<file path="config.mk">
export PLATFORM = sky130hd
export DESIGN_NAME = pgts_mac
export DESIGN_NICKNAME = d
export VERILOG_FILES = /design/src/rtl/pgts_pkg.sv /design/src/rtl/pgts_mac.sv
export SDC_FILE = /design/constraint.sdc
export NUM_CORES = 1
export LEC_CHECK = 0
export BUFFER_PORTS_ARGS = -buffer_cell sky130_fd_sc_hd__buf_4
export CAP_MARGIN = 25
export CORE_UTILIZATION = 60
export DETAILED_ROUTE_END_ITERATION = 8
export PLACE_DENSITY_LB_ADDON = 0.1
export SLEW_MARGIN = 20
export SYNTH_ARGS = -nofsm -noshare
export SYNTH_HDL_FRONTEND = slang
export SYNTH_SLANG_ARGS = --single-unit
</file>
<file path="constraint.sdc">
create_clock -name clock -period 11.5 [get_ports clock]
set_input_delay 2.3 -clock clock [delete_from_list [all_inputs] [get_ports clock]]
set_output_delay 2.3 -clock clock [all_outputs]
set_load 0.02 [all_outputs]
</file>
<file path="src/rtl/pgts_pkg.sv">
`default_nettype none
package pgts_pkg;

   localparam int MAX_DIM   = 16;
   localparam int FRAC_BITS = 8;
   localparam int NUM_FACES = 6;
   localparam int POS_W     = 12;
   localparam int COLOR_W   = 8;
   localparam int FACE_W    = 3;
   localparam int DIM_W     = 5;
   localparam int CSR_IDX_W = 2;
   localparam int LANES     = 3;

   localparam int CRD_W     = $clog2(MAX_DIM);
   localparam int DEPTH     = MAX_DIM * MAX_DIM * MAX_DIM * NUM_FACES;
   localparam int ADDR_W    = $clog2(DEPTH);
   localparam int RAM_W     = LANES * COLOR_W;
   localparam int CMP_W     = POS_W;
   localparam int WGT_W     = FRAC_BITS + 1;
   localparam int OP_W      = COLOR_W + FRAC_BITS;
   localparam int ACC_W     = OP_W + WGT_W;
   localparam int SEQ_STEPS = 14;
   localparam int STEP_W    = $clog2(SEQ_STEPS);

   localparam logic [WGT_W-1:0]   ONE_FX     = WGT_W'(1) << FRAC_BITS;
   localparam logic [DIM_W-1:0]   GRID_RESET = DIM_W'(16);
   localparam logic [FACE_W-1:0]  LAST_FACE  = FACE_W'(NUM_FACES - 1);
   localparam logic [COLOR_W-1:0] COLOR_MAX  = '1;

   localparam logic OP_WRITE  = 1'b0;
   localparam logic OP_SAMPLE = 1'b1;

   localparam logic [CSR_IDX_W-1:0] CSR_GRID_WIDTH  = CSR_IDX_W'(0);
   localparam logic [CSR_IDX_W-1:0] CSR_GRID_HEIGHT = CSR_IDX_W'(1);
   localparam logic [CSR_IDX_W-1:0] CSR_GRID_DEPTH  = CSR_IDX_W'(2);

   // face mac steps: corner pairs, y blends between, z blend last
   localparam logic [STEP_W-1:0] SEQ_A0  = STEP_W'(0);
   localparam logic [STEP_W-1:0] SEQ_A1  = STEP_W'(1);
   localparam logic [STEP_W-1:0] SEQ_B0  = STEP_W'(2);
   localparam logic [STEP_W-1:0] SEQ_B1  = STEP_W'(3);
   localparam logic [STEP_W-1:0] SEQ_LO0 = STEP_W'(4);
   localparam logic [STEP_W-1:0] SEQ_LO1 = STEP_W'(5);
   localparam logic [STEP_W-1:0] SEQ_C0  = STEP_W'(6);
   localparam logic [STEP_W-1:0] SEQ_C1  = STEP_W'(7);
   localparam logic [STEP_W-1:0] SEQ_E0  = STEP_W'(8);
   localparam logic [STEP_W-1:0] SEQ_E1  = STEP_W'(9);
   localparam logic [STEP_W-1:0] SEQ_HI0 = STEP_W'(10);
   localparam logic [STEP_W-1:0] SEQ_HI1 = STEP_W'(11);
   localparam logic [STEP_W-1:0] SEQ_V0  = STEP_W'(12);
   localparam logic [STEP_W-1:0] SEQ_V1  = STEP_W'(13);

   typedef enum logic [1:0] {
      ST_IDLE,
      ST_LOAD,
      ST_RUN,
      ST_OUT
   } pgts_state_type;

   typedef struct packed {
      logic               opcode;
      logic [POS_W-1:0]   pos_x;
      logic [POS_W-1:0]   pos_y;
      logic [POS_W-1:0]   pos_z;
      logic [FACE_W-1:0]  face_sel;
      logic [COLOR_W-1:0] red_in;
      logic [COLOR_W-1:0] green_in;
      logic [COLOR_W-1:0] blue_in;
   } pgts_req_type;

   typedef struct packed {
      logic [FACE_W-1:0]  face_out;
      logic [COLOR_W-1:0] red_out;
      logic [COLOR_W-1:0] green_out;
      logic [COLOR_W-1:0] blue_out;
      logic               in_range;
      logic               last_face;
   } pgts_rsp_type;

   typedef struct packed {
      logic             en;
      logic             first;
      logic [WGT_W-1:0] weight;
   } pgts_mac_ctl_type;

   function automatic logic [ADDR_W-1:0] cell_addr(
      input logic [CRD_W-1:0]  x,
      input logic [CRD_W-1:0]  y,
      input logic [CRD_W-1:0]  z,
      input logic [FACE_W-1:0] face
   );
      logic [ADDR_W-1:0] lin_idx;
      lin_idx = ADDR_W'(z) * ADDR_W'(MAX_DIM * MAX_DIM) + ADDR_W'(y) * ADDR_W'(MAX_DIM)
                + ADDR_W'(x);
      return lin_idx * ADDR_W'(NUM_FACES) + ADDR_W'(face);
   endfunction

endpackage
`default_nettype wire

</file>
<file path="src/rtl/pgts_mac.sv">
`default_nettype none
module pgts_mac (
   input  wire logic                                         clock,
   input  wire pgts_pkg::pgts_mac_ctl_type                   ctl,
   input  wire logic [pgts_pkg::LANES-1:0][pgts_pkg::OP_W-1:0]  op,
   output logic      [pgts_pkg::LANES-1:0][pgts_pkg::ACC_W-1:0] acc
);

   logic [pgts_pkg::LANES-1:0][pgts_pkg::ACC_W-1:0] acc_ff;
   logic [pgts_pkg::LANES-1:0][pgts_pkg::ACC_W-1:0] acc_in;

   always_comb begin
      for (int i = 0; i < pgts_pkg::LANES; i++) begin
         acc_in[i] = (ctl.first ? '0 : acc_ff[i])
                     + pgts_pkg::ACC_W'(op[i]) * pgts_pkg::ACC_W'(ctl.weight);
      end
   end

   always_ff @(posedge clock) begin
      if (ctl.en) begin
         acc_ff <= acc_in;
      end
   end

   assign acc = acc_ff;

endmodule
`default_nettype wire

</file>
Word-level counts from Yosys, hierarchy flattened
Index checks and enable logic that the tools add are counted.

storage, ports and cells
  register bits = 75
  latch bits = 0
  memory bits (writable) = 0
  ROM bits = 0
  bits of input ports = 60
  output and inout bits = 75
  logic and storage cells = 12
  memories = 0

cells by class
  add/sub/neg operators = 3
  multiply operators = 3
  divide/modulo/power cells = 0
  order comparisons = 0
  eq/ne operators = 0
  shift operators = 0
  multiplexer cells = 3
  bitwise gates (word level) = 0
  reductions and logical operators = 0

operators with widths
  operator        number
  $add 25x25->25  3
  $mul 16x9->25   3
  $mux 25         3

Depth between registers and ports, before layout
Gate-level depths: netlist (run 1).

  word-level depth = 2
  gate-level depth with buffers = 22
  gate-level depth less buffers = 19

Worst setup path after synthesis (run 1)
OpenSTA, ideal clock, no wires.

  path type = input to register
  start point = in ctl[0] in the netlist's numbering
  end point = reg acc_ff (netlist bit acc[72]) (data pin)
  library setup time = 0.263 ns
  data arrival time = 7.098 ns
  required time = 11.237 ns
  setup slack = 4.140 ns
  cell stages on the path = 21
  buffers on the path = 2
  path through = clkbuf_1 -> clkbuf_1 -> nand2_1 -> fa_1 -> inv_1 -> fa_1 -> inv_1 -> fa_1 -> inv_1 -> fa_1 -> inv_1 -> fa_1 -> inv_1 -> ha_1 -> a21o_1 -> nand3_1 -> a21o_1 -> o311ai_4 -> o31a_1 -> a311oi_1 -> xnor2_1

RTL lines
  item                  line            source
  start, declared       pgts_mac.sv:4   input wire pgts_pkg::pgts_mac_ctl_type ctl,
  end signal, assigned  pgts_mac.sv:21  acc_ff <= acc_in;
  end, declared         pgts_mac.sv:9   logic [pgts_pkg::LANES-1:0][pgts_pkg::ACC_W-1:0] acc_ff;

==> impl_metrics.toml, run 1 <==
[run]
maxCapViolCount = 0

[floorplanning]
die_w_um = 178.3
die_area_um2 = 31790
fp.dieH_um = 178.3
core_um2 = 30590
num_io_pins = 135
rows = 64
initial_core_util_pct = 60.96

[critical_path]
startpoint = "ctl[0]"
arrival_ns = 7.45
r2r_cells = 11
regToRegEndpoint = "acc[46]"
r2r_slack_ns = 8.06
r2r_start = "acc[26]"
path_class = "input pin to flip-flop"
max_stage_delay_ns = 0.56
crit_chain = "buf_4, nand2_1, fa_1, inv_1, fa_1, inv_1, fa_1, inv_1, fa_1, inv_1, fa_1, inv_1, ha_1, o21ai_0, o21bai_1, a21oi_1, a21oi_1, a21oi_1, o311ai_1, xor2_1"
worstPathMaxFanout = 48
worstPathRequired_ns = 11.62
slowest_stage = "fa_1"
critPathLaunchType = "input pin"
end_kind = "flip-flop"

[route]
wl_per_cell_um = 16.78
drtPass1Iterations = 5
via_per_inst = 5.483
antenna_left = 0
num_vias = 13599
wirelength_um = 41610
drcViolationCount = 0
dr.first_iter.drc_count = 828

[clock_network]
cts-root-buf = "clkbuf_16"
cts_setup_buffers = 0
numCtsBuffers = 9
clk_pin_slew_ns = 0.07
cts.sinks = 75
cts-htree-levels = 3
ctsLongestPathBuffers = 2
insertion_delay_ns = 0.38
cts_tree = "done"
holdBufCountCts = 0
cts-resized-gates = 0

[final_layout]
multi_input_area_um2 = 14460
area_delta_synth_final_pct = 8.173
largest_reg_flops = 75
nets = 2651
drive_above_1_share_pct = 8.017
seq_area_um2 = 2252
num-fill-cells = 2554

[synthesis]
ys_seq_elements = 75
synth_top_area_cell = "fa_1"
ys.flop_type = "edfxtp_1"
synth_cells = 2009
synth_area_um2 = 18650
yosysSeqAreaShare_pct = 12.08
synth-edff-count = 75
ys_top_cells_by_area = "fa_1 38%, edfxtp_1 12%, ha_1 10%"
yosysWarnings = 0
syn_nets = 2582
async_flop_share_pct = 0
synth_most_common_cell = "inv_1"
synth_cell_type_count = 63
synth_top_area_share_pct = 38.33
ys_top_cells_by_count = "436 x inv_1, 357 x fa_1, 246 x and2_1, 224 x nand2_1, 156 x ha_1"
syn_avg_cell_area_um2 = 9.282

[grt]
grt_usage_pct = 28.62
antenna_found_initial = 1
grt_max_degree = 76
grt-ovfl-total = 0
grt_pass1_wl_um = 71130
grt_pass1_vias = 14474

[placement]
io_buffers = 134
finalWeightedCongestion = 0.9641
hpwlAfterDp_um = 32310

[worst_hold_path]
hold_end = "acc[50]"
holdCritStartpoint = "acc[50]"
whs_path_depth = 2
hp-class = "flip-flop to flip-flop"

[timing]
timing.final.crit_share_pct = 63.77
fin_crit_ns = 7.334
clock_skew_ns = 0.01056
setup_viol = 0
max_slew_margin_pct = 52.99
hold_viol = 0
worst_pin_slew_ns = 0.7052
setup_tns_ns = 0
rsz0062_at_grt = "false"
maxSlewViolCount = 0
timing.fmax_ghz = 0.1364

[outcome]
status = "complete, no violations"
-- layout make-up --
type                       instances  share of cell area, %
multi-input combinational       1421                  71.71
timing repair buffer             135                  5.087
clock inverter                     7                 0.3412
inverter                         436                  8.114
tap                              396                  2.456
antenna                            1                0.01241
sequential                        75                  11.17
clock buffer                       9                  1.117
-- per-layer routing --
| layer | GRT usage, % | wire length (µm) | vias to the layer above |
|---|---|---|---|
| li1 | - | - | 6253 |
| met1 | 39.45 | 18730 | 6899 |
| met2 | 46.60 | 19730 | 406 |
| met3 | 5.158 | 2570 | 41 |
| met4 | 7.804 | 578 | 0 |
| met5 | 0 | 0 | - |
-- how the worst max path moves through the flow --
| stage | endpoint | slack [ns] | depth (start not counted) |
|---|---|---|---|
| finish | acc[23] | 4.17 | 20 |
| global route | acc[49] | 3.91 | 19 |
| CTS | acc[45] | 4.17 | 20 |
| detailed placement | acc[45] | 3.76 | 20 |
| global placement | acc[45] | 3.87 | 20 |
| floorplan | acc[72] | 4.14 | 21 |
-- logic make-up after synthesis --
group	after synthesis	synth area share [%]
and+or+nand+nor	629	17.80
muxes	3	0.1745
adders and majority gates	513	48.80
DFF	75	12.08
AOI/OAI and AO/OA	207	7.562
xor gates and xnor gates	69	3.241
buffers and inverters	513	10.35
-- worst max-delay path: cells and delay by family --
kind	cells	cell delay, ns
XOR/XNOR	1	0.10
adder cells (fa/ha/maj)	6	2.94
AO/OA/AOI/OAI	6	1.24
buffers and inverters	6	0.68
AND/OR/NAND/NOR	1	0.16
-- stage by stage --
| stage | hold WS (ns) | cell area (µm²) | cells | setup slack [ns] | utilization, % |
|---|---|---|---|---|---|
| 6_report | 0.7074 | 20170 | 2480 | 4.166 | 65.94 |
| 5_1_grt | 0.7539 | 20170 | 2480 | 3.912 | 65.94 |
| 4_1_cts | 0.7152 | 20150 | 2478 | 4.173 | 65.87 |
| 3_5_place_dp | 0.6962 | 19850 | 2462 | 3.757 | 64.91 |
| 3_3_place_gp | 0.6838 | 19850 | 2462 | 3.871 | 64.91 |
| 2_1_floorplan | 0.8092 | 18650 | 2009 | 4.140 | - |
-- layout by cell type, fill, tap and decap left out, drive strengths merged, types with 4 or more instances in the layout --
cell,count
inv,436
fa,357
and2,246
nand2,224
ha,156
buf,135
edfxtp,75
a21oi,71
nand2b,60
xnor2,51
a21o,38
o21ai,33
nor2,25
nor2b,21
xor2,18
nand3,16
nand4,14
o21bai,10
clkbuf,9
o21a,9
o211ai,7
a31oi,6
a211oi,5
o31ai,5
a211o,4
nor3,4
nor4,4
o311ai,4
Power of run 1 is left out: the tool's default activity adds up to more than one toggle a clock period on the data nets, which glitch-free logic cannot reach.
==> run 2: changes to the inputs <==
- CORE_UTILIZATION: 60 -> 58
- clock period: 11.5 -> 6.29 ns (I/O delays scaled with it)
==> run 2 against run 1 <==
Net effect: global-route usage fell by 0.20 points; first-iteration DRC count is 4.5% lower; non-clock buffer count rose by 103; count of clock-buffer cells in the layout unchanged; hold slack is essentially flat; clock skew decreased by 0.0042 ns; cell area is 4.5% higher; worst setup slack got worse by 3.9 ns; die area up 3.4%.
==> impl_metrics.toml, run 2 (synthesized netlist as in run 1, its figures left out) <==
[grt]
grt_max_degree = 76
grt_usage_pct = 28.42
grt-ovfl-total = 0
grt_pass1_wl_um = 74620
antenna_found_initial = 0
grt_pass1_vias = 15431

[final_layout]
largest_reg_flops = 75
final_cell_mix = "436 x inv_1, 357 x fa_1, 246 x and2_1"
final_common_cell = "inv_1"
drive_above_1_share_pct = 12.36
nets = 2754
area_delta_synth_final_pct = 13.00
diodes = 0

[route]
drcViolationCount = 0
via_per_inst = 5.359
num_vias = 13863
wl_per_cell_um = 16.64
drtPass1Iterations = 6
wirelength_um = 43040
antenna_left = 0
dr.first_iter.drc_count = 791

[timing]
worst_pin_slew_ns = 0.7570
timing.final.crit_share_pct = 96.01
fin_crit_ns = 6.039
max_slew_margin_pct = 49.53
whs_ns = 0.7076
setup_viol = 0
maxSlewViolCount = 0
rsz0062_at_grt = "false"
timing.fmax_ghz = 0.1656
clock_skew_ns = 0.006384
layout_setup_ws_ns = 0.2509
hold_viol = 0

[critical_path]
critPathLaunchType = "input pin"
cp_top_family = "adder cells"
crit_chain = "buf_4, nand2_1, fa_1, inv_1, fa_1, inv_1, fa_1, inv_1, fa_1, inv_1, fa_1, inv_1, ha_1, a41o_1, a21oi_1, o31ai_1, o21bai_1, nand4_1, a311o_1, xor2_1"
max_stage_delay_ns = 0.53
worstPathMaxFanout = 27
r2r_cells = 11
end_kind = "flip-flop"
critPathBufInv = 6
regToRegEndpoint = "acc[19]"
arrival_ns = 6.17
worstPathRequired_ns = 6.42
r2r_start = "acc[1]"
path_class = "input pin to flip-flop"
r2r_slack_ns = 2.95
slowest_stage = "fa_1"

[clock_network]
insertion_delay_ns = 0.38
cts_tree = "done"
cts-htree-levels = 3
cts-root-buf = "clkbuf_16"
cts_setup_buffers = 0
numCtsBuffers = 9
clk_pin_slew_ns = 0.07
ctsLongestPathBuffers = 2
cts.sinks = 75

[floorplanning]
initial_core_util_pct = 59.09
die_w_um = 181.3
core_um2 = 31560
fp.dieH_um = 181.3
num_io_pins = 135
rows = 65
die_area_um2 = 32870

[worst_hold_path]
holdCritStartpoint = "acc[0]"
hp-class = "flip-flop to flip-flop"
whs_path_depth = 2
hold_end = "acc[0]"

[run]
maxCapViolCount = 0

[placement]
io_buffers = 134
hpwlAfterDp_um = 34510
pre_cts_ws_ns = -0.1670
finalWeightedCongestion = 0.9074

[outcome]
status = "complete, no violations"
[run 2: changes by cell type in the layout (fill, tap and decap cells not counted), sizes merged]
| cell | previous run | this run |
|---|---|---|
| buf | 135 | 238 |
| bufinv | 1 | 4 |
| clkinvlp | 3 | 0 |
| clkinv | 3 | 2 |
| diode | 1 | 0 |
[run 2: per-stage QoR]
step	TNS [ns]	instances	instance area [µm²]	util, %
6_report	0	2587	21070	66.77
5_1_grt	0	2587	21070	66.77
4_1_cts	0	2586	21040	66.67
3_3_place_gp	-0.2203	2571	20680	65.55
2_1_floorplan	0	2009	18650	-
3_5_place_dp	-1.510	2571	20680	65.55
[run 2: worst max-delay path by stage]
stage                   end  cells after the start   start
floorplan           acc[73]                     19  ctl[0]
global placement    acc[19]                     20  ctl[0]
detailed placement  acc[48]                     20  ctl[0]
CTS                 acc[73]                     19  ctl[0]
global route        acc[48]                     17  ctl[4]
finish              acc[48]                     20  ctl[2]
[run 2: what timing repair did]
item / CTS / global route
gates resized for setup: 0 / 1
hold buffers: 0 / 0
endpoints found under the setup margin: 0 / 3
[run 2: routing by layer]
layer  track usage, %  wire length [µm]  up-vias
met5                0                 0        -
met4            7.220               633        0
met3            3.608              2167       44
met2            48.14             20810      361
met1            38.74             19430     7002
li1                 -                 -     6456
[run 2: worst min-delay path: stages, from the launching register on]
cell and delay (ns):
edfxtp_1 0.34, nor2b_1 0.14, ha_1 0.13
[run 2: cell type report]
cell class	instances	area [µm²]
clock inverter	6	128.9
tap	402	503.0
multi-input combinational	1421	14460
timing repair buffer	238	1861
sequential	75	2252
clock buffer	9	225.2
fill	2679	10490
inverter	436	1637
Power of run 2 is left out for the same reason.
